## config.mk

```make
export PLATFORM = sky130hd
export DESIGN_NAME = velocity_ramp_with_watchdog_unit
export DESIGN_NICKNAME = d
export VERILOG_FILES = /design/src/hdl/vrw_pkg.sv /design/src/hdl/vrw_lane.sv /design/src/hdl/vrw_watchdog.sv /design/src/hdl/vrw_merge.sv /design/src/hdl/velocity_ramp_with_watchdog_unit.sv
export SDC_FILE = /design/constraint.sdc
export NUM_CORES = 1
export LEC_CHECK = 0
export CAP_MARGIN = 10
export CORE_MARGIN = 3
export CORE_UTILIZATION = 65
export CTS_CLUSTER_SIZE = 25
export DETAILED_ROUTE_END_ITERATION = 10
export DONT_BUFFER_PORTS = 1
export PLACE_DENSITY = 0.81
export SYNTH_ARGS = -nofsm -noshare
export SYNTH_HDL_FRONTEND = slang
export SYNTH_SLANG_ARGS = --single-unit
```

## constraint.sdc

```tcl
create_clock -name clk -period 8.14 [get_ports clk]
set_clock_uncertainty 0.1 [all_clocks]
set_input_delay 0.407 -clock clk [delete_from_list [all_inputs] [get_ports clk]]
set_output_delay 0.407 -clock clk [all_outputs]
set_load 0.01 [all_outputs]
```

## src/hdl/vrw_pkg.sv

```systemverilog
// vrw_pkg: shared types and codes for the velocity ramp with watchdog
// no dependencies; used by every module of the block but the watchdog, by scoped names

package vrw_pkg;

  // command field encoding
  typedef enum logic {
    CMD_VELOCITY = 1'b0,
    CMD_TICK     = 1'b1
  } command_t;

  // configuration port geometry
  localparam int CFG_INDEX_WIDTH = 2;
  localparam int CFG_DATA_WIDTH  = 16;

  // register indexes
  localparam logic [CFG_INDEX_WIDTH-1:0] REG_LINEAR_LIMIT  = 2'd0;
  localparam logic [CFG_INDEX_WIDTH-1:0] REG_ANGULAR_LIMIT = 2'd1;
  localparam logic [CFG_INDEX_WIDTH-1:0] REG_STEP_PER_TICK = 2'd2;
  localparam logic [CFG_INDEX_WIDTH-1:0] REG_TIMEOUT_TICKS = 2'd3;

  // register reset values
  localparam logic [14:0] LINEAR_LIMIT_RST  = 15'd4096;
  localparam logic [14:0] ANGULAR_LIMIT_RST = 15'd4096;
  localparam logic [14:0] STEP_PER_TICK_RST = 15'd16;
  localparam logic [15:0] TIMEOUT_TICKS_RST = 16'd250;

  // per-beat control to every lane
  typedef struct packed {
    logic load;   // velocity command beat accepted
    logic tick;   // control tick beat accepted
    logic fired;  // watchdog zeroes targets on this tick
  } lane_ctrl_t;

  // one result beat
  typedef struct packed {
    logic signed [15:0] vx;
    logic signed [15:0] vy;
    logic signed [15:0] yaw;
    logic               timed_out;
  } result_t;

endpackage

```

## src/hdl/vrw_lane.sv

```systemverilog
// vrw_lane: one axis of the ramp, target clamp plus slew-limited current velocity
// depends on vrw_pkg (lane_ctrl_t)

module vrw_lane #(
  parameter int VEL_WIDTH = 16
) (
  input  logic                        clk,
  input  logic                        rst,
  input  vrw_pkg::lane_ctrl_t         ctrl,
  input  logic signed [15:0]          cmd_value,
  input  logic [14:0]                 limit,
  input  logic [14:0]                 step,
  output logic signed [VEL_WIDTH-1:0] cur_next
);

  // clamp width holds the 16-bit command and the velocity range plus sign
  localparam int CW = ((VEL_WIDTH > 16) ? VEL_WIDTH : 16) + 1;
  // difference width holds tgt - cur and the 15-bit step
  localparam int DW = ((VEL_WIDTH + 1 > 16) ? VEL_WIDTH + 1 : 16) + 1;
  localparam logic signed [CW-1:0] VMAX =
    {{(CW-VEL_WIDTH+1){1'b0}}, {(VEL_WIDTH-1){1'b1}}};

  logic signed [VEL_WIDTH-1:0] cur;
  logic signed [VEL_WIDTH-1:0] tgt;
  logic signed [VEL_WIDTH-1:0] tgt_clamped;
  logic signed [VEL_WIDTH-1:0] tgt_eff;
  logic signed [CW-1:0]        lim_raw;
  logic signed [CW-1:0]        lim;
  logic signed [CW-1:0]        cmd_w;
  logic signed [CW-1:0]        clamped_w;
  logic signed [DW-1:0]        diff;
  logic signed [DW-1:0]        step_w;
  logic signed [DW-1:0]        ramp_w;

  // clamp the command to +-min(limit, largest velocity)
  always_comb begin
    lim_raw = {{(CW-15){1'b0}}, limit};
    lim     = (lim_raw > VMAX) ? VMAX : lim_raw;
    cmd_w   = CW'(cmd_value);
    if (cmd_w > lim) begin
      clamped_w = lim;
    end else if (cmd_w < -lim) begin
      clamped_w = -lim;
    end else begin
      clamped_w = cmd_w;
    end
    tgt_clamped = clamped_w[VEL_WIDTH-1:0];
  end

  // move toward the target by at most one step
  always_comb begin
    tgt_eff = ctrl.fired ? '0 : tgt;
    diff    = DW'(tgt_eff) - DW'(cur);
    step_w  = {{(DW-15){1'b0}}, step};
    if (diff > step_w) begin
      ramp_w = DW'(cur) + step_w;
    end else if (diff < -step_w) begin
      ramp_w = DW'(cur) - step_w;
    end else begin
      ramp_w = DW'(tgt_eff);
    end
    cur_next = ramp_w[VEL_WIDTH-1:0];
  end

  // lane state
  always_ff @(posedge clk) begin
    if (rst) begin
      cur <= '0;
      tgt <= '0;
    end else if (ctrl.load) begin
      tgt <= tgt_clamped;
    end else if (ctrl.tick) begin
      cur <= cur_next;
      tgt <= tgt_eff;
    end
  end

endmodule

```

## src/hdl/vrw_watchdog.sv

```systemverilog
// vrw_watchdog: saturating tick counter since the last command, timeout flag
// no package dependencies

module vrw_watchdog #(
  parameter int COUNT_WIDTH = 16
) (
  input  logic        clk,
  input  logic        rst,
  input  logic        load,
  input  logic        tick,
  input  logic [15:0] timeout_ticks,
  output logic        fired
);

  localparam int MW = (COUNT_WIDTH > 16) ? COUNT_WIDTH : 16;
  localparam logic [COUNT_WIDTH-1:0] TOP = '1;

  logic [COUNT_WIDTH-1:0] count;
  logic [MW-1:0]          count_w;
  logic [MW-1:0]          limit_w;
  logic                   at_top;

  // fires when the count after this tick's increment exceeds the timeout;
  // a saturated count only fires when it is already past the timeout
  always_comb begin
    count_w = MW'(count);
    limit_w = MW'(timeout_ticks);
    at_top  = (count == TOP);
    fired   = (count_w >= limit_w) && !(at_top && (limit_w == MW'(TOP)));
  end

  // counter, cleared by a command, saturating on ticks
  always_ff @(posedge clk) begin
    if (rst) begin
      count <= '0;
    end else if (load) begin
      count <= '0;
    end else if (tick && !at_top) begin
      count <= count + COUNT_WIDTH'(1);
    end
  end

endmodule

```

## src/hdl/vrw_merge.sv

```systemverilog
// vrw_merge: combines lane velocities and the watchdog flag into one result beat,
// with an output register and a skid register; depends on vrw_pkg (result_t)

module vrw_merge #(
  parameter int VEL_WIDTH = 16
) (
  input  logic                        clk,
  input  logic                        rst,
  input  logic                        produce,
  input  logic signed [VEL_WIDTH-1:0] vx,
  input  logic signed [VEL_WIDTH-1:0] vy,
  input  logic signed [VEL_WIDTH-1:0] yaw,
  input  logic                        fired,
  input  logic                        out_stall,
  output logic                        out_valid,
  output vrw_pkg::result_t            beat,
  output logic                        skid_valid
);

  localparam int EW = (VEL_WIDTH > 16) ? VEL_WIDTH : 16;

  logic signed [EW-1:0] vx_e;
  logic signed [EW-1:0] vy_e;
  logic signed [EW-1:0] yaw_e;
  vrw_pkg::result_t     merged;
  vrw_pkg::result_t     skid;

  // low 16 bits of each velocity, sign-extended when the lanes are narrower
  always_comb begin
    vx_e             = EW'(vx);
    vy_e             = EW'(vy);
    yaw_e            = EW'(yaw);
    merged.vx        = vx_e[15:0];
    merged.vy        = vy_e[15:0];
    merged.yaw       = yaw_e[15:0];
    merged.timed_out = fired;
  end

  // output register control
  always_ff @(posedge clk) begin
    if (rst) begin
      out_valid  <= 1'b0;
      skid_valid <= 1'b0;
    end else if (!out_valid || !out_stall) begin
      out_valid  <= skid_valid || produce;
      skid_valid <= 1'b0;
    end else if (produce) begin
      skid_valid <= 1'b1;
    end
  end

  // output and skid payload
  always_ff @(posedge clk) begin
    if (!out_valid || !out_stall) begin
      beat <= skid_valid ? skid : merged;
    end else if (produce) begin
      skid <= merged;
    end
  end

endmodule

```

## src/hdl/velocity_ramp_with_watchdog_unit.sv

```systemverilog
// velocity_ramp_with_watchdog_unit: top level, config registers, three axis lanes,
// watchdog and result merge; depends on vrw_pkg, vrw_lane, vrw_watchdog, vrw_merge
// a tick beat's result is registered in the output register, or the skid on a stall
// throughput: one beat per cycle, commands and ticks alike, unless skid is full;
//   each lane's clamp or one-step ramp is combinational, the merge registers it
// reset: synchronous, clears velocities, targets, the watchdog count and loads
//   register defaults; no clearing pass, beats are taken from the first cycle after

module velocity_ramp_with_watchdog_unit #(
  parameter int VEL_WIDTH   = 16,
  parameter int COUNT_WIDTH = 16
) (
  input  logic                                   clk,
  input  logic                                   rst,
  input  logic                                   in_valid,
  output logic                                   in_stall,
  input  logic                                   command,
  input  logic signed [15:0]                     vx_cmd,
  input  logic signed [15:0]                     vy_cmd,
  input  logic signed [15:0]                     yaw_cmd,
  output logic                                   out_valid,
  input  logic                                   out_stall,
  output logic signed [15:0]                     vx_out,
  output logic signed [15:0]                     vy_out,
  output logic signed [15:0]                     yaw_out,
  output logic                                   timed_out,
  input  logic                                   cfg_we,
  input  logic [vrw_pkg::CFG_INDEX_WIDTH-1:0]    cfg_index,
  input  logic [vrw_pkg::CFG_DATA_WIDTH-1:0]     cfg_data
);

  logic [14:0]                 linear_limit;
  logic [14:0]                 angular_limit;
  logic [14:0]                 step_per_tick;
  logic [15:0]                 timeout_ticks;
  logic                        accept;
  logic                        fired;
  logic                        skid_valid;
  vrw_pkg::lane_ctrl_t         ctrl;
  vrw_pkg::result_t            beat;
  logic signed [VEL_WIDTH-1:0] vx_next;
  logic signed [VEL_WIDTH-1:0] vy_next;
  logic signed [VEL_WIDTH-1:0] yaw_next;

  // configuration registers
  always_ff @(posedge clk) begin
    if (rst) begin
      linear_limit  <= vrw_pkg::LINEAR_LIMIT_RST;
      angular_limit <= vrw_pkg::ANGULAR_LIMIT_RST;
      step_per_tick <= vrw_pkg::STEP_PER_TICK_RST;
      timeout_ticks <= vrw_pkg::TIMEOUT_TICKS_RST;
    end else if (cfg_we) begin
      case (cfg_index)
        vrw_pkg::REG_LINEAR_LIMIT:  linear_limit  <= cfg_data[14:0];
        vrw_pkg::REG_ANGULAR_LIMIT: angular_limit <= cfg_data[14:0];
        vrw_pkg::REG_STEP_PER_TICK: step_per_tick <= cfg_data[14:0];
        vrw_pkg::REG_TIMEOUT_TICKS: timeout_ticks <= cfg_data[15:0];
        default: begin
        end
      endcase
    end
  end

  // input beat decode; only a full skid register holds off the input
  assign in_stall   = skid_valid;
  assign accept     = in_valid && !in_stall;
  assign ctrl.load  = accept && (command == vrw_pkg::CMD_VELOCITY);
  assign ctrl.tick  = accept && (command == vrw_pkg::CMD_TICK);
  assign ctrl.fired = fired;

  vrw_watchdog #(
    .COUNT_WIDTH(COUNT_WIDTH)
  ) u_watchdog (
    .clk          (clk),
    .rst          (rst),
    .load         (ctrl.load),
    .tick         (ctrl.tick),
    .timeout_ticks(timeout_ticks),
    .fired        (fired)
  );

  // one lane per axis
  vrw_lane #(
    .VEL_WIDTH(VEL_WIDTH)
  ) u_lane_x (
    .clk      (clk),
    .rst      (rst),
    .ctrl     (ctrl),
    .cmd_value(vx_cmd),
    .limit    (linear_limit),
    .step     (step_per_tick),
    .cur_next (vx_next)
  );

  vrw_lane #(
    .VEL_WIDTH(VEL_WIDTH)
  ) u_lane_y (
    .clk      (clk),
    .rst      (rst),
    .ctrl     (ctrl),
    .cmd_value(vy_cmd),
    .limit    (linear_limit),
    .step     (step_per_tick),
    .cur_next (vy_next)
  );

  vrw_lane #(
    .VEL_WIDTH(VEL_WIDTH)
  ) u_lane_yaw (
    .clk      (clk),
    .rst      (rst),
    .ctrl     (ctrl),
    .cmd_value(yaw_cmd),
    .limit    (angular_limit),
    .step     (step_per_tick),
    .cur_next (yaw_next)
  );

  vrw_merge #(
    .VEL_WIDTH(VEL_WIDTH)
  ) u_merge (
    .clk       (clk),
    .rst       (rst),
    .produce   (ctrl.tick),
    .vx        (vx_next),
    .vy        (vy_next),
    .yaw       (yaw_next),
    .fired     (fired),
    .out_stall (out_stall),
    .out_valid (out_valid),
    .beat      (beat),
    .skid_valid(skid_valid)
  );

  // result beat onto the ports
  assign vx_out    = beat.vx;
  assign vy_out    = beat.vy;
  assign yaw_out   = beat.yaw;
  assign timed_out = beat.timed_out;

endmodule

```

==> results.cfg <==
[yosys]
netlist_instances = 2778
synth_nets = 3208
async_flop_share_pct = 0
synth.most_common_cell = ha_1
yosysUniqueCellTypes = 86
synth_top_cells_by_area = ha_1 19%, dfxtp_1 15%, edfxtp_1 13%, a21oi_1 5.6%, nand2_1 4.8%
ys_ff_latch = 273
synth_common_cells = 349 x ha_1, 298 x nand2_1, 261 x a21oi_1, 218 x inv_1, 175 x dfxtp_1
synth_ff_type = dfxtp_1
seq_area_frac_synth_pct = 27.7
avgSynthCellArea_um2 = 8.39
synth_edf_count = 98
synth_top_area_share_pct = 18.7
syn-cell-area_um2 = 23300
synth_top_area_cell = ha_1
yosysWarnings = 0

[drt]
drt_wl_total_um = 76500
drtAntennaViolNets = 0
drc = 0
vias = 21997
post_drt_wl_per_cell_um = 23.4
vias_per_cell = 6.73
first_iter_violations = 2067
dr.pass1.iters = 6

[global_routing]
grtUsageTotal_pct = 38.7
grt_overflow_total = 0
grt_max_degree = 103
antenna_found_initial = 2
grt_pass1_vias = 21742
grt_pass1_wl_um = 119000

[clock_tree]
path_clk_slew_ns = 0.06
cts.sinks = 273
post-cts-setup-buffers = 0
h-tree-depth = 1
cts-root-buf = clkbuf_16
clockBufferDepth = 3
cts_tree = yes
clk_latency_ns = 0.58
numCtsBuffers = 30

[placement]
gp_congestion = 0.990
dp_hpwl_um = 56300
io_buffers = 0

[critical_path]
cp_max_fo = 12
crit_family = compound AO/OA/AOI/OAI gates
r2r_cells = 30
crit_top_cell = a21oi_1
cp-start-kind = register
path_buf_inv = 2
critPathKind = reg -> reg
worstPathArrival_ns = 7.81
regToRegStartpoint = timeout_ticks[13]
rrSetupSlack_ns = 0.68
slowest_stage = a21oi_1
critPathRequiredTime_ns = 8.49
max_stage_delay_ns = 0.61
critPathCaptureType = register
reg2reg_to = u_merge.beat[37]

[timing]
hold_viol = 0
post-route-period-util_pct = 91.7
finalMaxSlewViolations = 0
rsz0062_at_grt = false
fmax_mhz = 134
worst_pin_slew_ns = 1.13
slew_headroom_pct = 24.7
tns_ns = 0
period_needed_ns = 7.46
setup_viol = 0

[pwr]
leakage_nw = 10.7
irDropWorstVdd_v = 0.000310
p_per_area_nw_per_um2 = 277
p_total_mw = 7.00

[job]
maxCapViolations = 0

[layout]
utilization_pct = 72.2
final_net_count = 3217
areaGrowthSynthToFinish_pct = 8.39
drive_gt1_share_pct = 5.55
nFillCells = 2752

[floorplanning]
row_count = 68
die_y_um = 195
dieArea_um2 = 38200
die_x_um = 195
floorplan.initialDensity_pct = 66.6
boundaryPins = 123
core_region_area_um2 = 35000

[worst_hold_path]
min_from = vy_cmd[12]
hp-class = in -> reg
min_to = u_lane_y.tgt[12]
hold_depth = 2

[run_status]
status = completed
## repair_timing
action,4_1_cts,5_1_grt
endpoints found under the hold margin,136,0
hold buffers,56,0
resized for setup,0,0
## stage by stage
step	cell area, µm²	setup WS (ns)	cells	hold slack, ns
6_report	25300	0.677	3269	0.00470
5_1_grt	25200	0.286	3264	0.0181
4_1_cts	25200	0.864	3264	0.00124
3_5_place_dp	23700	0.897	3154	0.338
3_3_place_gp	23700	0.992	3154	0.331
2_1_floorplan	23300	1.66	2778	0.317
## report_power, final
group          total, mW  internal (mW)  leakage (nW)  switching (mW)
registers           1.95           1.74          2.42           0.202
clock network       1.36          0.779         0.478           0.585
logic               3.69           1.43          7.83            2.26
total               7.00           3.95          10.7            3.05
## per-layer routing
layer  part of all wire [%]  wire length (µm)  global-route usage (%)
met3                    9.8              7470                    7.73
met4                    6.3              4790                    20.6
met2                     45             34500                    63.2
met5                  0.017                13                       0
met1                     39             29800                    48.4
## worst max-delay path by stage
stage / start / depth (start not counted) / end
final: timeout_ticks[13] / 30 / u_merge.beat[37]
after global routing: timeout_ticks[13] / 28 / u_lane_yaw.cur[2]
after floorplan: timeout_ticks[13] / 31 / u_merge.beat[7]
after CTS: u_watchdog.count[0] / 31 / u_merge.beat[37]
after detailed placement: u_watchdog.count[0] / 31 / u_merge.beat[38]
after global placement: timeout_ticks[13] / 29 / u_merge.beat[38]
## logic make-up (layout without fill, tap and decap cells)
logic type / count (synthesis) / after routing / share of synthesized area (%)
other cells: 0 / 5 / 0
simple gates: 793 / 793 / 16.2
mux: 88 / 88 / 4.02
compound gates: 846 / 846 / 23.6
flops: 273 / 273 / 27.7
xor+xnor: 99 / 99 / 3.72
fa+ha+maj: 358 / 358 / 19.5
buf+inv: 321 / 352 / 5.27
## state kept, by name (all words and copies together) (netlist names)
name / flops
angular_limit: 15
linear_limit: 15
step_per_tick: 15
timeout_ticks: 16
u_lane_x.cur: 16
u_lane_x.tgt: 16
u_lane_y.cur: 16
u_lane_y.tgt: 16
u_lane_yaw.cur: 16
u_lane_yaw.tgt: 16
u_merge.beat: 49
u_merge.out_valid: 1
u_merge.skid: 49
u_merge.skid_valid: 1
u_watchdog.count: 16
## area by class of cell
| type | instances | area (µm²) | area share [%] |
|---|---|---|---|
| multi-input combinational | 2184 | 15700 | 62.1 |
| clock buffer | 39 | 867 | 3.43 |
| inverter | 221 | 831 | 3.29 |
| antenna | 5 | 12.5 | 0.0495 |
| sequential | 273 | 6450 | 25.5 |
| tap | 455 | 569 | 2.25 |
| timing repair buffer | 77 | 736 | 2.91 |
| clock inverter | 15 | 115 | 0.456 |
## cell usage in the layout (no fill, tap or decap), drive strengths merged, types with 25 or more instances in the layout
cell and count:
o22ai 25, o21ai 150, mux2 44, nand4 39
nand2 299, o21bai 31, a211oi 29, clkbuf 39
inv 219, nand2b 29, xnor2 75, edfxtp 98
o21a 55, a31oi 26, dlygate4sd3 55, ha 349
nand3 50, a21o 59, a21oi 264, mux2i 44
dfxtp 175, nor3 54, nor2 154, and2 52
a22oi 29, nor2b 34
Power figures use the tool's default switching activity.
